File: config.mk
export PLATFORM = sky130hd
export DESIGN_NAME = binned_mean_variance_stats
export DESIGN_NICKNAME = d
export VERILOG_FILES = /design/src/rtl/bmvs_pkg.sv /design/src/rtl/bmvs_front.sv /design/src/rtl/bmvs_queue.sv /design/src/rtl/bmvs_div.sv /design/src/rtl/bmvs_back.sv /design/src/rtl/binned_mean_variance_stats.sv
export VERILOG_INCLUDE_DIRS = /design/src /design/src/rtl
export SDC_FILE = /design/constraint.sdc
export NUM_CORES = 2
export LEC_CHECK = 0
export BUFFER_PORTS_ARGS = -buffer_cell sky130_fd_sc_hd__buf_4
export CORE_UTILIZATION = 58
export DETAILED_ROUTE_END_ITERATION = 10
export GPL_TIMING_DRIVEN = 0
export PLACE_DENSITY = 0.8
export SLEW_MARGIN = 10
export SYNTH_ARGS = -nofsm -noshare
export SYNTH_HDL_FRONTEND = slang
export SYNTH_SLANG_ARGS = --single-unit
File: constraint.sdc
create_clock -name clk -period 7.9 [get_ports clk]
set_clock_uncertainty 0.2 [all_clocks]
set_input_delay 0 -clock clk [delete_from_list [all_inputs] [get_ports clk]]
set_output_delay 0 -clock clk [all_outputs]
set_load 0.03 [all_outputs]
File: src/rtl/assert_macros.svh
// Assertion macros shared by the binned statistics RTL.
// No dependencies; included by the modules that carry assertions.
`ifndef ASSERT_MACROS_SVH
`define ASSERT_MACROS_SVH

// Check a property on every rising clock edge outside of reset.
`define BMVS_ASSERT(label, clk, rst_n, prop, msg) \
  label: assert property (@(posedge clk) disable iff (!rst_n) (prop)) \
    else $error(msg);

// Check that a condition implies a consequence in the same cycle.
`define BMVS_ASSERT_IMPL(label, clk, rst_n, ante, cons, msg) \
  `BMVS_ASSERT(label, clk, rst_n, (ante) |-> (cons), msg)

// Check that a condition implies a consequence in the next cycle.
`define BMVS_ASSERT_NEXT(label, clk, rst_n, ante, cons, msg) \
  `BMVS_ASSERT(label, clk, rst_n, (ante) |=> (cons), msg)

`endif

File: src/rtl/bmvs_pkg.sv
// Package for the binned mean/variance statistics block.
// Holds widths, bin thresholds, the queue entry type, the back-end states and the bin classifier.
package bmvs_pkg;

  localparam int NBINS      = 5;
  localparam int BIN_W      = 3;
  localparam int SAMPLE_W   = 8;
  localparam int COUNT_W    = 16;
  localparam int SUM_W      = 24;
  localparam int SQ_W       = 32;
  localparam int MEAN_W     = 8;
  localparam int VAR_W      = 16;
  localparam int DIV_W      = 32;
  localparam int DIV_CNT_W  = 6;
  localparam int QDEPTH     = 4;
  localparam int QPTR_W     = 2;
  localparam int QCNT_W     = 3;

  localparam int MAX_COUNT_DEF = 65535;

  localparam logic [SAMPLE_W-1:0] BIN1_LO = 8'd50;
  localparam logic [SAMPLE_W-1:0] BIN2_LO = 8'd100;
  localparam logic [SAMPLE_W-1:0] BIN3_LO = 8'd150;
  localparam logic [SAMPLE_W-1:0] BIN4_LO = 8'd200;

  localparam logic [BIN_W-1:0] FIRST_BIN = 3'd0;
  localparam logic [BIN_W-1:0] LAST_BIN  = 3'(NBINS - 1);

  typedef struct packed {
    logic                is_end;
    logic [BIN_W-1:0]    bin;
    logic [SAMPLE_W-1:0] sample;
  } q_entry_t;

  typedef enum logic [2:0] {
    ST_RUN,
    ST_START,
    ST_DIV,
    ST_SQR,
    ST_OUT
  } back_state_t;

  function automatic logic [BIN_W-1:0] pick_bin(input logic [SAMPLE_W-1:0] s);
    logic [BIN_W-1:0] b;
    if (s < BIN1_LO)      b = 3'd0;
    else if (s < BIN2_LO) b = 3'd1;
    else if (s < BIN3_LO) b = 3'd2;
    else if (s < BIN4_LO) b = 3'd3;
    else                  b = 3'd4;
    return b;
  endfunction

endpackage

File: src/rtl/bmvs_front.sv
// Front end: accepts samples, classifies them into bins or end markers.
// Depends on bmvs_pkg; feeds bmvs_queue.
module bmvs_front import bmvs_pkg::*; (
  input  logic                in_valid,
  output logic                in_stall,
  input  logic [SAMPLE_W-1:0] in_sample,
  input  logic                q_full,
  output logic                q_push,
  output q_entry_t            q_wdata
);

  assign in_stall = q_full;
  assign q_push   = in_valid && !q_full;

  always_comb begin
    q_wdata.is_end = (in_sample == '0);
    q_wdata.bin    = pick_bin(in_sample);
    q_wdata.sample = in_sample;
  end

endmodule

File: src/rtl/bmvs_queue.sv
// Short request queue between the front end and the back end.
// Depends on bmvs_pkg and assert_macros.svh.
`include "assert_macros.svh"
module bmvs_queue import bmvs_pkg::*; (
  input  logic     clk,
  input  logic     rst_n,
  input  logic     push,
  input  q_entry_t wdata,
  output logic     full,
  input  logic     pop,
  output logic     rvalid,
  output q_entry_t rdata
);

  q_entry_t            mem_r [QDEPTH];
  logic [QPTR_W-1:0]   wr_ptr_r, wr_ptr_nxt;
  logic [QPTR_W-1:0]   rd_ptr_r, rd_ptr_nxt;
  logic [QCNT_W-1:0]   cnt_r, cnt_nxt;
  logic                do_push, do_pop;

  assign full    = (cnt_r == QCNT_W'(QDEPTH));
  assign rvalid  = (cnt_r != '0);
  assign rdata   = mem_r[rd_ptr_r];
  assign do_push = push && !full;
  assign do_pop  = pop && rvalid;

  always_comb begin
    wr_ptr_nxt = do_push ? wr_ptr_r + 1'b1 : wr_ptr_r;
    rd_ptr_nxt = do_pop  ? rd_ptr_r + 1'b1 : rd_ptr_r;
    cnt_nxt    = cnt_r;
    if (do_push && !do_pop) cnt_nxt = cnt_r + 1'b1;
    if (!do_push && do_pop) cnt_nxt = cnt_r - 1'b1;
  end

  always_ff @(posedge clk) begin
    if (!rst_n) begin
      wr_ptr_r <= '0;
      rd_ptr_r <= '0;
      cnt_r    <= '0;
    end else begin
      wr_ptr_r <= wr_ptr_nxt;
      rd_ptr_r <= rd_ptr_nxt;
      cnt_r    <= cnt_nxt;
    end
  end

  always_ff @(posedge clk) begin
    if (do_push) mem_r[wr_ptr_r] <= wdata;
  end

  `BMVS_ASSERT(a_q_cnt_range, clk, rst_n, cnt_r <= QCNT_W'(QDEPTH), "queue count out of range")
  `BMVS_ASSERT_IMPL(a_q_ptr_gap, clk, rst_n, (cnt_r != QCNT_W'(QDEPTH)), (wr_ptr_r - rd_ptr_r) == cnt_r[QPTR_W-1:0], "queue pointers disagree with count")
  `BMVS_ASSERT_NEXT(a_q_fill, clk, rst_n, do_push && !do_pop, cnt_r == $past(cnt_r) + 1'b1, "queue count did not advance on push")

endmodule

File: src/rtl/bmvs_div.sv
// Iterative restoring divider, one quotient bit per cycle.
// Depends on bmvs_pkg; used twice by bmvs_back.
module bmvs_div import bmvs_pkg::*; (
  input  logic               clk,
  input  logic               rst_n,
  input  logic               start,
  input  logic [DIV_W-1:0]   dividend,
  input  logic [COUNT_W-1:0] divisor,
  output logic               done,
  output logic [DIV_W-1:0]   quotient
);

  logic [DIV_W-1:0]     quo_r, quo_nxt;
  logic [COUNT_W-1:0]   rem_r, rem_nxt;
  logic [COUNT_W-1:0]   dvs_r;
  logic [DIV_CNT_W-1:0] cnt_r;
  logic                 busy_r, done_r;
  logic [COUNT_W:0]     trial;
  logic                 ge;

  assign trial = {rem_r, quo_r[DIV_W-1]};
  assign ge    = (trial >= {1'b0, dvs_r});

  always_comb begin
    rem_nxt = ge ? COUNT_W'(trial - {1'b0, dvs_r}) : trial[COUNT_W-1:0];
    quo_nxt = {quo_r[DIV_W-2:0], ge};
  end

  always_ff @(posedge clk) begin
    if (!rst_n) begin
      busy_r <= 1'b0;
      done_r <= 1'b0;
      cnt_r  <= '0;
    end else begin
      done_r <= 1'b0;
      if (start) begin
        busy_r <= 1'b1;
        cnt_r  <= '0;
      end else if (busy_r) begin
        cnt_r <= cnt_r + 1'b1;
        if (cnt_r == DIV_CNT_W'(DIV_W - 1)) begin
          busy_r <= 1'b0;
          done_r <= 1'b1;
        end
      end
    end
  end

  always_ff @(posedge clk) begin
    if (start) begin
      quo_r <= dividend;
      rem_r <= '0;
      dvs_r <= divisor;
    end else if (busy_r) begin
      quo_r <= quo_nxt;
      rem_r <= rem_nxt;
    end
  end

  assign done     = done_r;
  assign quotient = quo_r;

endmodule

File: src/rtl/bmvs_back.sv
// Back end: per-bin accumulators and the report sequencer with two dividers.
// Depends on bmvs_pkg, bmvs_div and assert_macros.svh.
`include "assert_macros.svh"
module bmvs_back import bmvs_pkg::*; #(
  parameter int MAX_COUNT = MAX_COUNT_DEF
) (
  input  logic               clk,
  input  logic               rst_n,
  input  logic               q_valid,
  input  q_entry_t           q_rdata,
  output logic               q_pop,
  output logic               out_valid,
  input  logic               out_stall,
  output logic [BIN_W-1:0]   out_bin_index,
  output logic [COUNT_W-1:0] out_sample_count,
  output logic [MEAN_W-1:0]  out_mean_value,
  output logic [VAR_W-1:0]   out_variance_value,
  output logic               out_bin_saturated,
  output logic               out_last_of_report
);

  back_state_t        state_r, state_nxt;
  logic [COUNT_W-1:0] cnt_r  [NBINS];
  logic [SUM_W-1:0]   sum_r  [NBINS];
  logic [SQ_W-1:0]    sq_r   [NBINS];
  logic               flag_r [NBINS];
  logic [BIN_W-1:0]   rpt_bin_r;
  logic [MEAN_W-1:0]  mean_r;
  logic [VAR_W-1:0]   qsq_r;

  logic               acc_en, div_start, out_load, out_take, clr_all;
  logic               sum_done, sq_done;
  logic [DIV_W-1:0]   sum_quo, sq_quo;
  logic [VAR_W-1:0]   msq;
  logic [VAR_W-1:0]   var_val;
  logic               bin_empty;
  logic [VAR_W-1:0]   samp_sq;

  bmvs_div u_div_sum (
    .clk      (clk),
    .rst_n    (rst_n),
    .start    (div_start),
    .dividend ({{(DIV_W-SUM_W){1'b0}}, sum_r[rpt_bin_r]}),
    .divisor  (cnt_r[rpt_bin_r]),
    .done     (sum_done),
    .quotient (sum_quo)
  );

  bmvs_div u_div_sq (
    .clk      (clk),
    .rst_n    (rst_n),
    .start    (div_start),
    .dividend (sq_r[rpt_bin_r]),
    .divisor  (cnt_r[rpt_bin_r]),
    .done     (sq_done),
    .quotient (sq_quo)
  );

  // Next state.
  always_comb begin
    state_nxt = state_r;
    case (state_r)
      ST_RUN:   if (q_valid && q_rdata.is_end) state_nxt = ST_START;
      ST_START: state_nxt = ST_DIV;
      ST_DIV:   if (sum_done && sq_done) state_nxt = ST_SQR;
      ST_SQR:   state_nxt = ST_OUT;
      ST_OUT: begin
        if (!out_stall) state_nxt = (rpt_bin_r == LAST_BIN) ? ST_RUN : ST_START;
      end
      default:  state_nxt = ST_RUN;
    endcase
  end

  // Control outputs.
  always_comb begin
    q_pop     = 1'b0;
    acc_en    = 1'b0;
    div_start = 1'b0;
    out_load  = 1'b0;
    out_take  = 1'b0;
    case (state_r)
      ST_RUN: begin
        q_pop  = q_valid;
        acc_en = q_valid && !q_rdata.is_end;
      end
      ST_START: div_start = 1'b1;
      ST_SQR:   out_load  = 1'b1;
      ST_OUT:   out_take  = !out_stall;
      default: begin
        q_pop = 1'b0;
      end
    endcase
  end

  assign clr_all   = out_take && (rpt_bin_r == LAST_BIN);
  assign out_valid = (state_r == ST_OUT);
  assign samp_sq   = VAR_W'(q_rdata.sample * q_rdata.sample);
  assign msq       = VAR_W'(mean_r * mean_r);
  assign bin_empty = (cnt_r[rpt_bin_r] == '0);
  assign var_val   = (qsq_r >= msq) ? (qsq_r - msq) : '0;

  always_ff @(posedge clk) begin
    if (!rst_n) begin
      state_r   <= ST_RUN;
      rpt_bin_r <= FIRST_BIN;
      for (int i = 0; i < NBINS; i++) begin
        cnt_r[i]  <= '0;
        sum_r[i]  <= '0;
        sq_r[i]   <= '0;
        flag_r[i] <= 1'b0;
      end
    end else begin
      state_r <= state_nxt;
      if (acc_en) begin
        if (cnt_r[q_rdata.bin] >= COUNT_W'(MAX_COUNT)) begin
          flag_r[q_rdata.bin] <= 1'b1;
        end else begin
          cnt_r[q_rdata.bin] <= cnt_r[q_rdata.bin] + 1'b1;
          sum_r[q_rdata.bin] <= sum_r[q_rdata.bin] + SUM_W'(q_rdata.sample);
          sq_r[q_rdata.bin]  <= sq_r[q_rdata.bin] + SQ_W'(samp_sq);
        end
      end
      if (state_r == ST_RUN && q_valid && q_rdata.is_end) rpt_bin_r <= FIRST_BIN;
      else if (out_take && !clr_all) rpt_bin_r <= rpt_bin_r + 1'b1;
      if (clr_all) begin
        for (int i = 0; i < NBINS; i++) begin
          cnt_r[i]  <= '0;
          sum_r[i]  <= '0;
          sq_r[i]   <= '0;
          flag_r[i] <= 1'b0;
        end
      end
    end
  end

  // Quotients and result payload.
  always_ff @(posedge clk) begin
    if (state_r == ST_DIV && sum_done) begin
      mean_r <= sum_quo[MEAN_W-1:0];
      qsq_r  <= sq_quo[VAR_W-1:0];
    end
    if (out_load) begin
      out_bin_index      <= rpt_bin_r;
      out_sample_count   <= cnt_r[rpt_bin_r];
      out_mean_value     <= bin_empty ? '0 : mean_r;
      out_variance_value <= bin_empty ? '0 : var_val;
      out_bin_saturated  <= flag_r[rpt_bin_r];
      out_last_of_report <= (rpt_bin_r == LAST_BIN);
    end
  end

  `BMVS_ASSERT_IMPL(a_last_flag, clk, rst_n, out_valid, out_last_of_report == (out_bin_index == LAST_BIN), "last flag disagrees with bin index")
  `BMVS_ASSERT_IMPL(a_empty_zero, clk, rst_n, out_valid && (out_sample_count == '0), (out_mean_value == '0) && (out_variance_value == '0), "empty bin reports nonzero statistics")
  `BMVS_ASSERT_NEXT(a_clear, clk, rst_n, clr_all, (cnt_r[0] == '0) && (cnt_r[4] == '0) && !flag_r[0] && !flag_r[4], "accumulators not cleared after report")

endmodule

File: src/rtl/binned_mean_variance_stats.sv
// Binned mean/variance statistics: accepts one sample per cycle while the queue is not full.
// A zero sample starts a report: each bin passes through start, divide, load and output,
// the output step holding while out_stall is high, until all five bins have been taken.
// Samples queued behind the end marker wait in the 4-entry queue until the report ends.
// Synchronous active-low reset clears the queue, sequencer, counts, sums and flags.
// Depends on bmvs_pkg, bmvs_front, bmvs_queue, bmvs_div and bmvs_back.
module binned_mean_variance_stats import bmvs_pkg::*; #(
  parameter int MAX_COUNT = MAX_COUNT_DEF
) (
  input  logic               clk,
  input  logic               rst_n,
  input  logic               in_valid,
  output logic               in_stall,
  input  logic [SAMPLE_W-1:0] in_sample,
  output logic               out_valid,
  input  logic               out_stall,
  output logic [BIN_W-1:0]   out_bin_index,
  output logic [COUNT_W-1:0] out_sample_count,
  output logic [MEAN_W-1:0]  out_mean_value,
  output logic [VAR_W-1:0]   out_variance_value,
  output logic               out_bin_saturated,
  output logic               out_last_of_report
);

  // Request path: front end classifies, queue decouples, back end executes.
  q_entry_t q_wdata, q_rdata;
  logic     q_push, q_full, q_pop, q_valid;

  // Classify each sample as a bin update or an end-of-run marker.
  bmvs_front u_front (
    .in_valid  (in_valid),
    .in_stall  (in_stall),
    .in_sample (in_sample),
    .q_full    (q_full),
    .q_push    (q_push),
    .q_wdata   (q_wdata)
  );

  // Hold requests while the back end is busy reporting.
  bmvs_queue u_queue (
    .clk    (clk),
    .rst_n  (rst_n),
    .push   (q_push),
    .wdata  (q_wdata),
    .full   (q_full),
    .pop    (q_pop),
    .rvalid (q_valid),
    .rdata  (q_rdata)
  );

  // Accumulate samples; on an end marker, divide out and emit the five bins.
  bmvs_back #(
    .MAX_COUNT (MAX_COUNT)
  ) u_back (
    .clk                (clk),
    .rst_n              (rst_n),
    .q_valid            (q_valid),
    .q_rdata            (q_rdata),
    .q_pop              (q_pop),
    .out_valid          (out_valid),
    .out_stall          (out_stall),
    .out_bin_index      (out_bin_index),
    .out_sample_count   (out_sample_count),
    .out_mean_value     (out_mean_value),
    .out_variance_value (out_variance_value),
    .out_bin_saturated  (out_bin_saturated),
    .out_last_of_report (out_last_of_report)
  );

endmodule
==> metrics.txt <==
Placement Cell Area 47,800 um2; status completed; initial drt markers 5,487; vias per cell 6.82; fraction of layout cells with a size suffix above 1 0.159; CP startpoint kind flip-flop; max-slew violations 0; Post-Layout Cell Count around 5,000; Critical Path Sink Type flip-flop; Slew HR 0.0201; final setup vio count 0; Initial Util 0.587; first-pass detailed-route iteration total 7; Yosys top cell area share 0.505; Syn Inst Count between 3,000 and 4,000; most numerous cell on the critical path inv_1; crit-path leading delay family adder cells; setup ws final roughly 0.15 ns; Tmin final approximately 7.8 ns; HPWL after DPL ~95,000 um; Yosys reg bits roughly 850; Routed Wire Length roughly 140,000 um; clock-pin slew on the worst setup and hold paths 0.06 ns; slowest CP cell mux4_2; RSZ-0062 raised after global routing no; period utilization 0.981; Post-synth top flop edfxtp_1; Nets between 4,000 and 5,000; total nets after synthesis 3,877; Die H 282 um; fill count approximately 5,400; critical path type flip-flop to flip-flop; first-pass GRT wire length 205,000 um; cell taking the most area after synthesis edfxtp_1; initial antenna violation count 10; Hold Crit Class primary input to flip-flop; DRC viols 0; critical path arrival 7.94 ns; Seq/Total Area, Yosys 0.542; Skew-Pair Late Insertion Delay about 0.67 ns; worst-margin pin slew about 1.5 ns; vias between 30,000 and 40,000; Cell variety after synth just over 90; Site Rows about 100; pin count of the biggest net entering global routing 45; DIE AREA slightly below 80,000 um2; Fin. Hold Viols 0; Clock Tree Root clkbuf_16; placed insts 4,779; area delta synth->final 13.0%; max_cap viols 0; core area around 77,000 um2; Worst EP required 8.09 ns; Die Span X around 280 um; Worst Path Buf+Inv 8; IO Count 59; Port Buffers just under 60; GRT Residual Overflow 0; Final Instance Area a little over 50,000 um2; Global Route Usage Sum 0.356; total CTS buffers 86; asr flop ratio synth 0; Synth area leaders edfxtp_1, mux4_2, nor2_1; CTS tree yes; CP peak stage delay roughly 0.64 ns; Syn Std Cell Area 45,400 um2; CTS Buffer Depth 3; dpl ws -2.46 ns; Post-DRT Antenna Nets 0; largest fanout on the critical path 10; warnings from Yosys 0; Synth Area per Inst about 12 um2; gp weighted congestion between 0.9 and 1; EDFF count, synth roughly 770; wire length per cell 28.4 um; Max Freq between 0.1 and 0.15 GHz; htree depth 3; number of global-route vias before repair between 30,000 and 40,000; clock sink count between 800 and 900
==> stage by stage <==
step	TNS [ns]	utilization	hold slack (ns)
2_1_floorplan	0	-	-0.101
3_3_place_gp	-2389.07	0.609	0.0262
3_5_place_dp	-405.84	0.616	0.0359
4_1_cts	0	0.659	0.0168
5_1_grt	0	0.663	0.0605
6_report	0	0.663	0.0393
==> cell families after synthesis <==
family / Yosys count / synth area share
compound gates: 554 / 0.0795
xor+xnor: 130 / 0.0256
fa+ha+maj: 203 / 0.0671
buf+inv: 440 / 0.0424
flops: 847 / 0.542
mux: 381 / 0.131
simple gates: 1107 / 0.112
==> metal layers <==
layer	up-vias	share of wire	global-route usage
met5	-	0.00049	0
met4	10	0.070	0.222
met3	708	0.15	0.113
met2	2832	0.45	0.557
met1	16400	0.33	0.429
li1	13900	-	-
==> Yosys cell counts, types with 53 or more instances <==
master	number
o21ai_0	155
o22ai_1	60
inv_1	239
clkbuf_1	100
a21oi_1	104
nor3_1	53
mux2i_1	163
mux4_2	167
dfxtp_1	82
nor2_1	475
nand2_1	257
xor2_1	68
ha_1	135
edfxtp_1	765
xnor2_1	60
and2_1	81
fa_1	68
==> path summary, 6_finish.rpt <==
path	from	end	slack (ns)	depth (start not counted)
min	rst_n	flip-flop	0.04	4
min reg2reg	u_back.u_div_sum.quotient[4]	u_back.mean_r[4]	0.25	0
max reg2reg	flip-flop	u_back.sq_r[7][26]	0.15	26
max	flip-flop	u_back.sq_r[7][26]	0.15	26
==> layout by cell type, fill, tap and decap left out, drive strengths merged, types with 22 or more instances in the layout <==
| cell type | synthesis | final |
|---|---|---|
| clkinv | 1 | 29 |
| nor3 | 54 | 54 |
| nor2b | 34 | 34 |
| o221ai | 25 | 25 |
| and2 | 82 | 82 |
| dlygate4sd3 | 0 | 22 |
| clkbuf | 100 | 196 |
| nand3 | 44 | 44 |
| mux2i | 163 | 163 |
| dfxtp | 82 | 82 |
| nand2 | 260 | 260 |
| o21ai | 155 | 155 |
| nand2b | 23 | 23 |
| nor2 | 492 | 492 |
| mux2 | 51 | 51 |
| o22ai | 60 | 60 |
| ha | 135 | 135 |
| a21oi | 105 | 105 |
| inv | 239 | 243 |
| edfxtp | 765 | 765 |
| xor2 | 69 | 69 |
| xnor2 | 61 | 61 |
| buf | 100 | 193 |
| fa | 68 | 68 |
| mux4 | 167 | 167 |
==> flip-flops by register name, summed over array words and instances (netlist names), 3 cells and up, named ones only <==
name / flops
u_back.sq_r: 256
u_back.sum_r: 192
u_back.cnt_r: 128
u_queue.mem_r: 48
u_back.u_div_sq.quotient: 32
u_back.u_div_sum.quotient: 32
u_back.out_sample_count: 16
u_back.out_variance_value: 16
u_back.qsq_r: 16
u_back.u_div_sq.rem_r: 16
u_back.u_div_sum.dvs_r: 16
u_back.u_div_sum.rem_r: 16
u_back.flag_r: 8
u_back.mean_r: 8
u_back.out_mean_value: 8
u_back.u_div_sq.cnt_r: 6
u_back.u_div_sum.cnt_r: 6
u_back.out_bin_index: 3
u_back.rpt_bin_r: 3
u_back.state_r: 3
u_queue.cnt_r: 3
==> worst min-delay path, delay by kind of cell <==
family | cells | cell delay (ns)
and+or+nand+nor | 2 | 0.22
buffers and inverters | 2 | 0.65
==> area by class of cell <==
| class | instances | area [um2] | share of cell area |
|---|---|---|---|
| sequential | 847 | 24600 | 0.479 |
| multi-input combinational | 2375 | 19200 | 0.374 |
| clock buffer | 112 | 2380 | 0.0463 |
| timing repair buffer | 117 | 1330 | 0.0258 |
| tap | 1040 | 1300 | 0.0253 |
| buffer | 183 | 1170 | 0.0228 |
| inverter | 240 | 901 | 0.0175 |
| clock inverter | 43 | 435 | 0.00848 |
| antenna | 3 | 7.51 | 0.000146 |
==> repair_timing <==
item / 4_1_cts / 5_1_grt
pin swaps: 6 / 11
cloned: 0 / 1
hold buffers: 22 / 0
gates resized for setup: 72 / 64
endpoints found under the setup margin: 471 / 147
buffers inserted: 9 / 8
endpoints found under the hold margin: 87 / 0
Power is left out: the tool's default activity adds up to more than one toggle a clock period on the data nets, which glitch-free logic cannot reach.
